### src/rtl/jsu_pkg.sv
// Shared types and constants of the JSON string unescaper.
package jsu_pkg;

	// Result status codes.
	localparam logic [2:0] StData   = 3'd0;
	localparam logic [2:0] StDone   = 3'd1;
	localparam logic [2:0] StMissQ  = 3'd2;
	localparam logic [2:0] StBadHex = 3'd3;
	localparam logic [2:0] StBadSur = 3'd4;
	localparam logic [2:0] StBadEsc = 3'd5;
	localparam logic [2:0] StCtrl   = 3'd6;

	// Depth of the queue between the decoder and the byte emitter.
	localparam int QDepth = 4;
	localparam int QPtrW  = $clog2(QDepth);
	localparam int QCntW  = $clog2(QDepth + 1);

	// One queued job: a code point to emit as len_m1+1 UTF-8 bytes, or a
	// single status result. A raw byte is a code point with len_m1 of zero.
	typedef struct packed {
		logic [2:0]  status;
		logic [1:0]  len_m1;
		logic [20:0] cp;
	} jsu_entry_t;

endpackage

### src/rtl/jsu_front.sv
// Decoder front: accepts source bytes, runs the escape state machine and queues jobs.
module jsu_front (
	input  logic               clk,
	input  logic               arst_n,
	input  logic               s_axis_tvalid,
	output logic               s_axis_tready,
	input  logic [7:0]         s_axis_tdata,   // [7:0] in_byte
	input  logic               s_axis_tuser,   // [0] start_req
	input  logic               q_full,
	output logic               q_push,
	output jsu_pkg::jsu_entry_t q_entry
);

	localparam logic [2:0] PhIdle   = 3'd0;
	localparam logic [2:0] PhBody   = 3'd1;
	localparam logic [2:0] PhEsc    = 3'd2;
	localparam logic [2:0] PhHex1   = 3'd3;
	localparam logic [2:0] PhWantBs = 3'd4;
	localparam logic [2:0] PhWantU  = 3'd5;
	localparam logic [2:0] PhHex2   = 3'd6;
	localparam logic [2:0] PhHalt   = 3'd7;

	logic [2:0]  phase_q, phase_d, ph;
	logic [15:0] hex_accum_q, hex_accum_d, new_acc;
	logic [9:0]  high_sur_q, high_sur_d;
	logic [1:0]  digit_cnt_q, digit_cnt_d;
	logic [7:0]  c;
	logic [3:0]  dval;
	logic        hex_ok, four_done, accept, push_c;
	logic [20:0] pair_cp;
	jsu_pkg::jsu_entry_t entry_c;

	function automatic logic [1:0] len_of(input logic [20:0] cp);
		if (cp <= 21'h00007F)      len_of = 2'd0;
		else if (cp <= 21'h0007FF) len_of = 2'd1;
		else if (cp <= 21'h00FFFF) len_of = 2'd2;
		else                       len_of = 2'd3;
	endfunction

	assign s_axis_tready = !q_full;
	assign accept        = s_axis_tvalid && s_axis_tready;
	assign c             = s_axis_tdata;

	always_comb begin
		hex_ok = 1'b1;
		dval   = c[3:0];
		if (c inside {[8'h30:8'h39]}) begin
			dval = c[3:0];
		end else if (c inside {[8'h41:8'h46], [8'h61:8'h66]}) begin
			dval = c[3:0] + 4'd9;
		end else begin
			hex_ok = 1'b0;
		end
	end

	always_comb begin
		ph          = s_axis_tuser ? PhBody : phase_q;
		phase_d     = ph;
		hex_accum_d = s_axis_tuser ? 16'd0 : hex_accum_q;
		digit_cnt_d = s_axis_tuser ? 2'd0 : digit_cnt_q;
		high_sur_d  = s_axis_tuser ? 10'd0 : high_sur_q;
		new_acc     = {hex_accum_d[11:0], dval};
		four_done   = (digit_cnt_d == 2'd3);
		pair_cp     = {1'b0, high_sur_d, new_acc[9:0]} + 21'h010000;
		push_c      = 1'b0;
		entry_c     = '0;
		case (ph)
			PhBody: begin
				push_c = 1'b1;
				if (c == 8'h22) begin
					entry_c.status = jsu_pkg::StDone;
					phase_d        = PhHalt;
				end else if (c == 8'h00) begin
					entry_c.status = jsu_pkg::StMissQ;
					phase_d        = PhHalt;
				end else if (c == 8'h5C) begin
					push_c  = 1'b0;
					phase_d = PhEsc;
				end else if (c < 8'h20) begin
					entry_c.status = jsu_pkg::StCtrl;
					phase_d        = PhHalt;
				end else begin
					entry_c.cp = {13'd0, c};
				end
			end
			PhEsc: begin
				push_c  = 1'b1;
				phase_d = PhBody;
				case (c)
					8'h22, 8'h5C, 8'h2F: entry_c.cp = {13'd0, c};
					8'h62:   entry_c.cp = 21'h08;
					8'h66:   entry_c.cp = 21'h0C;
					8'h6E:   entry_c.cp = 21'h0A;
					8'h72:   entry_c.cp = 21'h0D;
					8'h74:   entry_c.cp = 21'h09;
					8'h75: begin
						push_c      = 1'b0;
						phase_d     = PhHex1;
						hex_accum_d = 16'd0;
						digit_cnt_d = 2'd0;
					end
					default: begin
						entry_c.status = jsu_pkg::StBadEsc;
						phase_d        = PhHalt;
					end
				endcase
			end
			PhHex1, PhHex2: begin
				if (!hex_ok) begin
					push_c         = 1'b1;
					entry_c.status = jsu_pkg::StBadHex;
					phase_d        = PhHalt;
				end else begin
					hex_accum_d = new_acc;
					digit_cnt_d = digit_cnt_d + 2'd1;
					if (four_done) begin
						push_c = 1'b1;
						if (ph == PhHex1) begin
							if (new_acc >= 16'hD800 && new_acc <= 16'hDBFF) begin
								push_c     = 1'b0;
								high_sur_d = new_acc[9:0];
								phase_d    = PhWantBs;
							end else begin
								entry_c.cp     = {5'd0, new_acc};
								entry_c.len_m1 = len_of({5'd0, new_acc});
								phase_d        = PhBody;
							end
						end else if (new_acc < 16'hDC00 || new_acc > 16'hDFFF) begin
							entry_c.status = jsu_pkg::StBadSur;
							phase_d        = PhHalt;
						end else begin
							// A valid pair always lands in the four-byte range.
							entry_c.cp     = pair_cp;
							entry_c.len_m1 = 2'd3;
							phase_d        = PhBody;
						end
					end
				end
			end
			PhWantBs, PhWantU: begin
				if (c != ((ph == PhWantBs) ? 8'h5C : 8'h75)) begin
					push_c         = 1'b1;
					entry_c.status = jsu_pkg::StBadSur;
					phase_d        = PhHalt;
				end else if (ph == PhWantBs) begin
					phase_d = PhWantU;
				end else begin
					phase_d     = PhHex2;
					hex_accum_d = 16'd0;
					digit_cnt_d = 2'd0;
				end
			end
			default: begin
				phase_d = ph;
			end
		endcase
	end

	assign q_push  = accept && push_c;
	assign q_entry = entry_c;

	always_ff @(posedge clk or negedge arst_n) begin
		if (!arst_n) begin
			phase_q     <= PhIdle;
			hex_accum_q <= '0;
			high_sur_q  <= '0;
			digit_cnt_q <= '0;
		end else if (accept) begin
			phase_q     <= phase_d;
			hex_accum_q <= hex_accum_d;
			high_sur_q  <= high_sur_d;
			digit_cnt_q <= digit_cnt_d;
		end
	end

endmodule

### src/rtl/jsu_fifo.sv
// Small register queue of decoded jobs between the front and the emitter.
module jsu_fifo (
	input  logic                clk,
	input  logic                arst_n,
	input  logic                push,
	input  jsu_pkg::jsu_entry_t push_entry,
	output logic                full,
	input  logic                pop,
	output logic                empty,
	output jsu_pkg::jsu_entry_t head
);

	jsu_pkg::jsu_entry_t           mem_q [jsu_pkg::QDepth];
	logic [jsu_pkg::QPtrW-1:0]     wr_q, rd_q;
	logic [jsu_pkg::QCntW-1:0]     cnt_q;
	logic                          do_push, do_pop;

	function automatic logic [jsu_pkg::QPtrW-1:0] nxt(input logic [jsu_pkg::QPtrW-1:0] p);
		if (p == jsu_pkg::QPtrW'(jsu_pkg::QDepth - 1)) nxt = '0;
		else                                           nxt = p + jsu_pkg::QPtrW'(1);
	endfunction

	assign full    = (cnt_q == jsu_pkg::QCntW'(jsu_pkg::QDepth));
	assign empty   = (cnt_q == '0);
	assign head    = mem_q[rd_q];
	assign do_push = push && !full;
	assign do_pop  = pop && !empty;

	always_ff @(posedge clk) begin
		if (do_push) begin
			mem_q[wr_q] <= push_entry;
		end
	end

	always_ff @(posedge clk or negedge arst_n) begin
		if (!arst_n) begin
			wr_q  <= '0;
			rd_q  <= '0;
			cnt_q <= '0;
		end else begin
			if (do_push) wr_q <= nxt(wr_q);
			if (do_pop)  rd_q <= nxt(rd_q);
			if (do_push && !do_pop)      cnt_q <= cnt_q + jsu_pkg::QCntW'(1);
			else if (do_pop && !do_push) cnt_q <= cnt_q - jsu_pkg::QCntW'(1);
		end
	end

endmodule

### src/rtl/jsu_back.sv
// Emitter back end: expands queued jobs into UTF-8 bytes behind an output register.
module jsu_back (
	input  logic                clk,
	input  logic                arst_n,
	input  logic                q_empty,
	input  jsu_pkg::jsu_entry_t q_head,
	output logic                q_pop,
	output logic                m_axis_tvalid,
	input  logic                m_axis_tready,
	output logic [7:0]          m_axis_tdata,  // [7:0] out_byte
	output logic [2:0]          m_axis_tuser,  // [2:0] status
	output logic                m_axis_tlast
);

	logic [1:0]  idx_q;
	logic        valid_q, last_q;
	logic [7:0]  byte_q, byte_c;
	logic [2:0]  status_q;
	logic        load, is_last;
	logic [20:0] cp;

	assign cp      = q_head.cp;
	assign load    = !q_empty && (!valid_q || m_axis_tready);
	assign is_last = (idx_q == q_head.len_m1);
	assign q_pop   = load && is_last;

	// Lead byte first, then six-bit continuation groups from the top down.
	always_comb begin
		byte_c = cp[7:0];
		case (q_head.len_m1)
			2'd1: begin
				case (idx_q)
					2'd0:    byte_c = {3'b110, cp[10:6]};
					default: byte_c = {2'b10, cp[5:0]};
				endcase
			end
			2'd2: begin
				case (idx_q)
					2'd0:    byte_c = {4'b1110, cp[15:12]};
					2'd1:    byte_c = {2'b10, cp[11:6]};
					default: byte_c = {2'b10, cp[5:0]};
				endcase
			end
			2'd3: begin
				case (idx_q)
					2'd0:    byte_c = {5'b11110, cp[20:18]};
					2'd1:    byte_c = {2'b10, cp[17:12]};
					2'd2:    byte_c = {2'b10, cp[11:6]};
					default: byte_c = {2'b10, cp[5:0]};
				endcase
			end
			default: byte_c = cp[7:0];
		endcase
	end

	always_ff @(posedge clk or negedge arst_n) begin
		if (!arst_n) begin
			valid_q <= 1'b0;
			idx_q   <= '0;
		end else begin
			if (load) begin
				valid_q <= 1'b1;
				idx_q   <= is_last ? 2'd0 : idx_q + 2'd1;
			end else if (m_axis_tready) begin
				valid_q <= 1'b0;
			end
		end
	end

	always_ff @(posedge clk) begin
		if (load) begin
			byte_q   <= byte_c;
			status_q <= q_head.status;
			last_q   <= is_last;
		end
	end

	assign m_axis_tvalid = valid_q;
	assign m_axis_tdata  = byte_q;
	assign m_axis_tuser  = status_q;
	assign m_axis_tlast  = last_q;

endmodule

### src/rtl/json_string_unescape_utf8.sv
// Top level of the JSON string unescaper with UTF-8 output.
// The first result of a source byte passes through the job queue and then the output register.
// Throughput: one source byte per cycle in, stalling only when the job queue is full; one
// result byte per cycle out while m_axis_tready is high, so a \u escape or surrogate pair
// yielding up to four bytes holds the emitter while the four-entry queue keeps input moving.
// Reset (arst_n low) clears the decoder to idle and empties the queue and output register.
module json_string_unescape_utf8 (
	input  logic       clk,
	input  logic       arst_n,
	input  logic       s_axis_tvalid,
	output logic       s_axis_tready,
	input  logic [7:0] s_axis_tdata,   // [7:0] in_byte
	input  logic       s_axis_tuser,   // [0] start_req
	output logic       m_axis_tvalid,
	input  logic       m_axis_tready,
	output logic [7:0] m_axis_tdata,   // [7:0] out_byte
	output logic [2:0] m_axis_tuser,   // [2:0] status
	output logic       m_axis_tlast
);

	logic                q_push, q_full, q_pop, q_empty;
	jsu_pkg::jsu_entry_t q_in, q_head;

	jsu_front u_front (
		.clk           (clk),
		.arst_n        (arst_n),
		.s_axis_tvalid (s_axis_tvalid),
		.s_axis_tready (s_axis_tready),
		.s_axis_tdata  (s_axis_tdata),
		.s_axis_tuser  (s_axis_tuser),
		.q_full        (q_full),
		.q_push        (q_push),
		.q_entry       (q_in)
	);

	jsu_fifo u_fifo (
		.clk        (clk),
		.arst_n     (arst_n),
		.push       (q_push),
		.push_entry (q_in),
		.full       (q_full),
		.pop        (q_pop),
		.empty      (q_empty),
		.head       (q_head)
	);

	jsu_back u_back (
		.clk           (clk),
		.arst_n        (arst_n),
		.q_empty       (q_empty),
		.q_head        (q_head),
		.q_pop         (q_pop),
		.m_axis_tvalid (m_axis_tvalid),
		.m_axis_tready (m_axis_tready),
		.m_axis_tdata  (m_axis_tdata),
		.m_axis_tuser  (m_axis_tuser),
		.m_axis_tlast  (m_axis_tlast)
	);

endmodule
### config.mk
export PLATFORM = sky130hd
export DESIGN_NAME = json_string_unescape_utf8
export DESIGN_NICKNAME = d
export VERILOG_FILES = /design/src/rtl/jsu_pkg.sv /design/src/rtl/jsu_front.sv /design/src/rtl/jsu_fifo.sv /design/src/rtl/jsu_back.sv /design/src/rtl/json_string_unescape_utf8.sv
export SDC_FILE = /design/constraint.sdc
export NUM_CORES = 1
export LEC_CHECK = 0
export ABC_AREA = 1
export ABC_CLOCK_PERIOD_IN_PS = 3800
export BUFFER_PORTS_ARGS = -buffer_cell sky130_fd_sc_hd__buf_2
export CAP_MARGIN = 0
export CORE_UTILIZATION = 35
export DETAILED_ROUTE_END_ITERATION = 8
export GPL_ROUTABILITY_DRIVEN = 1
export PLACE_DENSITY_LB_ADDON = 0.05
export SLEW_MARGIN = 0
export SYNTH_ARGS = -nofsm -noshare
export SYNTH_HDL_FRONTEND = slang
export SYNTH_HIERARCHICAL = 1
export SYNTH_SLANG_ARGS = --single-unit
### constraint.sdc
create_clock -name clk -period 3.8 [get_ports clk]
set_input_delay 1.14 -clock clk [delete_from_list [all_inputs] [get_ports clk]]
set_output_delay 1.14 -clock clk [all_outputs]
set_load 0.01 [all_outputs]
==> impl_metrics.tcl <==
set metrics [dict create \
    io-pin-count 27 \
    clock_sinks 153 \
    r2r_end "u_fifo/cnt_q[1]" \
    reg2regPathDepth 13 \
    worstHoldPathType "flop to flop" \
    grt_pass1_vias 6268 \
    nets 1056 \
    cp.required_ps 4120 \
    post_synth_instance_area_um2 8610 \
    initial_core_util 0.355 \
    reg2reg_slack_ps 990 \
    pwr-share-clk 0.238 \
    die_x_um 159 \
    ff_latch_area_um2 4410 \
    synth_cell_types 43 \
    seq_power_share 0.355 \
    root_buffer "clkbuf_16" \
    min_path_cells 2 \
    antenna_found_initial 0 \
    grt_usage 0.183 \
    diodes 0 \
    post_cts_resized 0 \
    remaining_drc_errors 0 \
    yosys.area.top_type "edfxtp_1" \
    maxCapViolations 0 \
    die_y_um 159 \
    io_buffers 26 \
    finalNonFillerCells 1363 \
    crit_path_end "u_fifo/cnt_q[2]" \
    dieArea_um2 25200 \
    cpMaxStageDelayCell "fa_1" \
    firstDrtPassIters 5 \
    wl_per_cell_um 16.3 \
    dpl.hpwl_um 15500 \
    core-area_um2 24200 \
    switchingPower_mw 2.99 \
    grt_overflow 0 \
    path_max_fanout 8 \
    yosys_warnings 6 \
    ant_nets 0 \
    start_kind "input port" \
    total_power_mw 7.19 \
    design_area_um2 9750 \
    synth_edf_count 116 \
    yosys_register_bits 153 \
    setup_viol 0 \
    worst_pin_slew_ps 839 \
    finalSetupTns_ps 0 \
    row_count 57 \
    synthArstFlopShare 0.242 \
    fill_cells 2500 \
    crit_chain "buf_2, inv_1, ha_1, inv_1, nand3_1, nand3_1, nand3_1, inv_2, nor3_1, nand3_1, nand2_1, inv_1, nand2_1, inv_2, ha_1, inv_1, fa_1, nand2_1, nand3_1, nand2_1, nand2_1" \
    dp_slack_ps 200 \
    slew_viol_final 0 \
    syn_nets 1018 \
    cts.clk_slew.worst_paths_ps 70 \
    yosys-top-cells-area "edfxtp_1 40%, nand2_1 13%, dfrtp_1 11%, inv_1 5.6%, o211ai_1 3.8%" \
    fin_util 0.402 \
    areaGrowthSynthToFinish_pct 13.3 \
    multi_input_area_um2 3420 \
    cts_tree "done" \
    power_frac_comb 0.407 \
    grt_max_degree 77 \
    syn_area_per_cell_um2 8.71 \
    leakage_nw 4.24 \
    cts_buffer_depth 2 \
    fin_crit_ps 3180 \
    layout_setup_ws_ps 618 \
    ir_worst_vdd_mv 0.276 \
    drive_above_1_share 0.153 \
    powerDensity_nw_per_um2 737 \
    postSynthCellCount 988 \
    gp_congestion 0.887 \
    placed_area_um2 9160 \
    holdWs_ps 480 \
    swShare 0.415 \
    num_vias 6579 \
    yosysTopAreaCellShare 0.405 \
    worstSetupEndpointType "flop" \
    cts_max_level 4 \
    min_period_over_period 0.837 \
    internal_power_mw 4.20 \
    ys.flop_type "edfxtp_1" \
    critPathKind "input port to flop" \
    startpoint "s_axis_tdata[1]" \
    numCtsBuffers 17 \
    wirelength_um 22200 \
    ys_seq_area_frac 0.512 \
    grt_pass1_wl_um 35300 \
    status "finished, final reports clean" \
    clk_latency_ps 430 \
    fin_worst_skew_ps 11.9 \
    finalHoldViolCount 0 \
    via_per_inst 4.83 \
    postCtsSetupBuffers 0 \
    dp_cells 1331 \
    critical-path-max-stage-delay_ps 380 \
    drtIter0Drc 329 \
    fmax_mhz 314 \
    worstPathArrival_ps 3500 \
    rsz0062_at_grt "false" \
    rr_startpoint "u_fifo/rd_q[0]" \
    relSlewSlack 0.441 \
    ctsHoldBuffers 0 \
]
[metal layers]
| layer | vias to the layer above | wire, um | GRT usage |
|---|---|---|---|
| li1 | 3355 | - | - |
| met1 | 3081 | 10900 | 0.250 |
| met2 | 119 | 10300 | 0.293 |
| met3 | 24 | 675 | 0.0280 |
| met4 | 0 | 394 | 0.0666 |
| met5 | - | 0 | 0 |
[cells by family (layout without fill, tap and decap cells)]
group	Yosys count	after routing	synth area share
AO/OA/AOI/OAI	147	147	0.121
flip-flops	153	153	0.512
XOR/XNOR	5	5	0.00509
buffers and inverters	181	232	0.0919
adder cells (fa/ha/maj)	17	17	0.0256
AND/OR/NAND/NOR	485	485	0.245
[power by group through the flow]
stage | Clock, mW | Combinational [mW] | Sequential [mW]
floorplan | 0 | 2.14 | 2.55
finish | 1.71 | 2.92 | 2.55
global route | 1.82 | 3.31 | 2.60
global placement | 0 | 2.98 | 2.59
detailed placement | 0 | 2.97 | 2.59
CTS | 1.76 | 2.97 | 2.56
[state kept, by name, summed over array words and instances (netlist names)]
register              flops
u_back/m_axis_tvalid      1
u_front/phase_q           3
u_fifo/wr_q               2
u_front/high_sur_q       10
u_back/idx_q              2
u_back/m_axis_tdata       8
u_back/m_axis_tlast       1
u_front/hex_accum_q      12
u_back/m_axis_tuser       3
u_front/digit_cnt_q       2
u_fifo/cnt_q              3
u_fifo/rd_q               2
u_fifo/mem_q            104
[final cells by class]
type	count	share of cell area
well taps	324	0.0416
clock inverters	14	0.0155
clock buffers	18	0.0450
inverters	150	0.0580
repair buffers	50	0.0370
multi-input cells	654	0.350
flip-flops and latches	153	0.453
[cell usage after synthesis (3+ instances only)]
library cell and n:
nand2_1 298, inv_1 129, edfxtp_1 116, nor2_1 78, nand3_1 54, o211ai_1 44
dfrtp_1 37, a21oi_1 31, o211ai_2 20, inv_2 19, o21ai_0 19, o21ai_1 17
ha_1 16, buf_2 15, buf_6 11, nand4_1 10, nor2_2 9, nand2_2 8
nor2_4 6, nor3_1 6, a31oi_1 5, xor2_1 4, clkbuf_1 3, nand3_4 3
nor4_1 3
[how the worst min path moves through the flow]
stage / to / slack, ps / from
after floorplan: u_front/high_sur_q[5] / 450 / u_front/high_sur_q[5]
after global placement: u_front/high_sur_q[4] / 470 / u_front/high_sur_q[4]
after detailed placement: u_front/high_sur_q[4] / 470 / u_front/high_sur_q[4]
after CTS: u_front/high_sur_q[4] / 490 / u_front/high_sur_q[4]
after global routing: u_front/high_sur_q[3] / 510 / u_front/high_sur_q[3]
final: u_front/high_sur_q[4] / 480 / u_front/high_sur_q[4]
[layout by cell type (no fill, tap or decap), types with 3 or more instances in the layout]
master	count
dfrtp_1	36
o211ai_2	20
clkbuf_16	17
inv_8	4
nor4_1	3
buf_4	20
xor2_1	4
o21ai_0	19
inv_2	19
nand2_2	8
inv_6	6
buf_2	26
inv_1	129
a21oi_1	31
nor3_1	6
nand3_4	3
nand4_1	10
ha_1	16
a31oi_1	5
nor2_1	74
buf_12	4
nor2_4	6
nor2_2	13
o211ai_1	44
nand3_1	54
edfxtp_1	116
o21ai_1	17
nand2_1	298
[worst max-delay path: cells and delay by family]
kind / cells / cell delay [ps]
simple gates: 11 / 930
buf+inv: 7 / 680
fa+ha+maj: 3 / 740
Power figures use the tool's default switching activity.
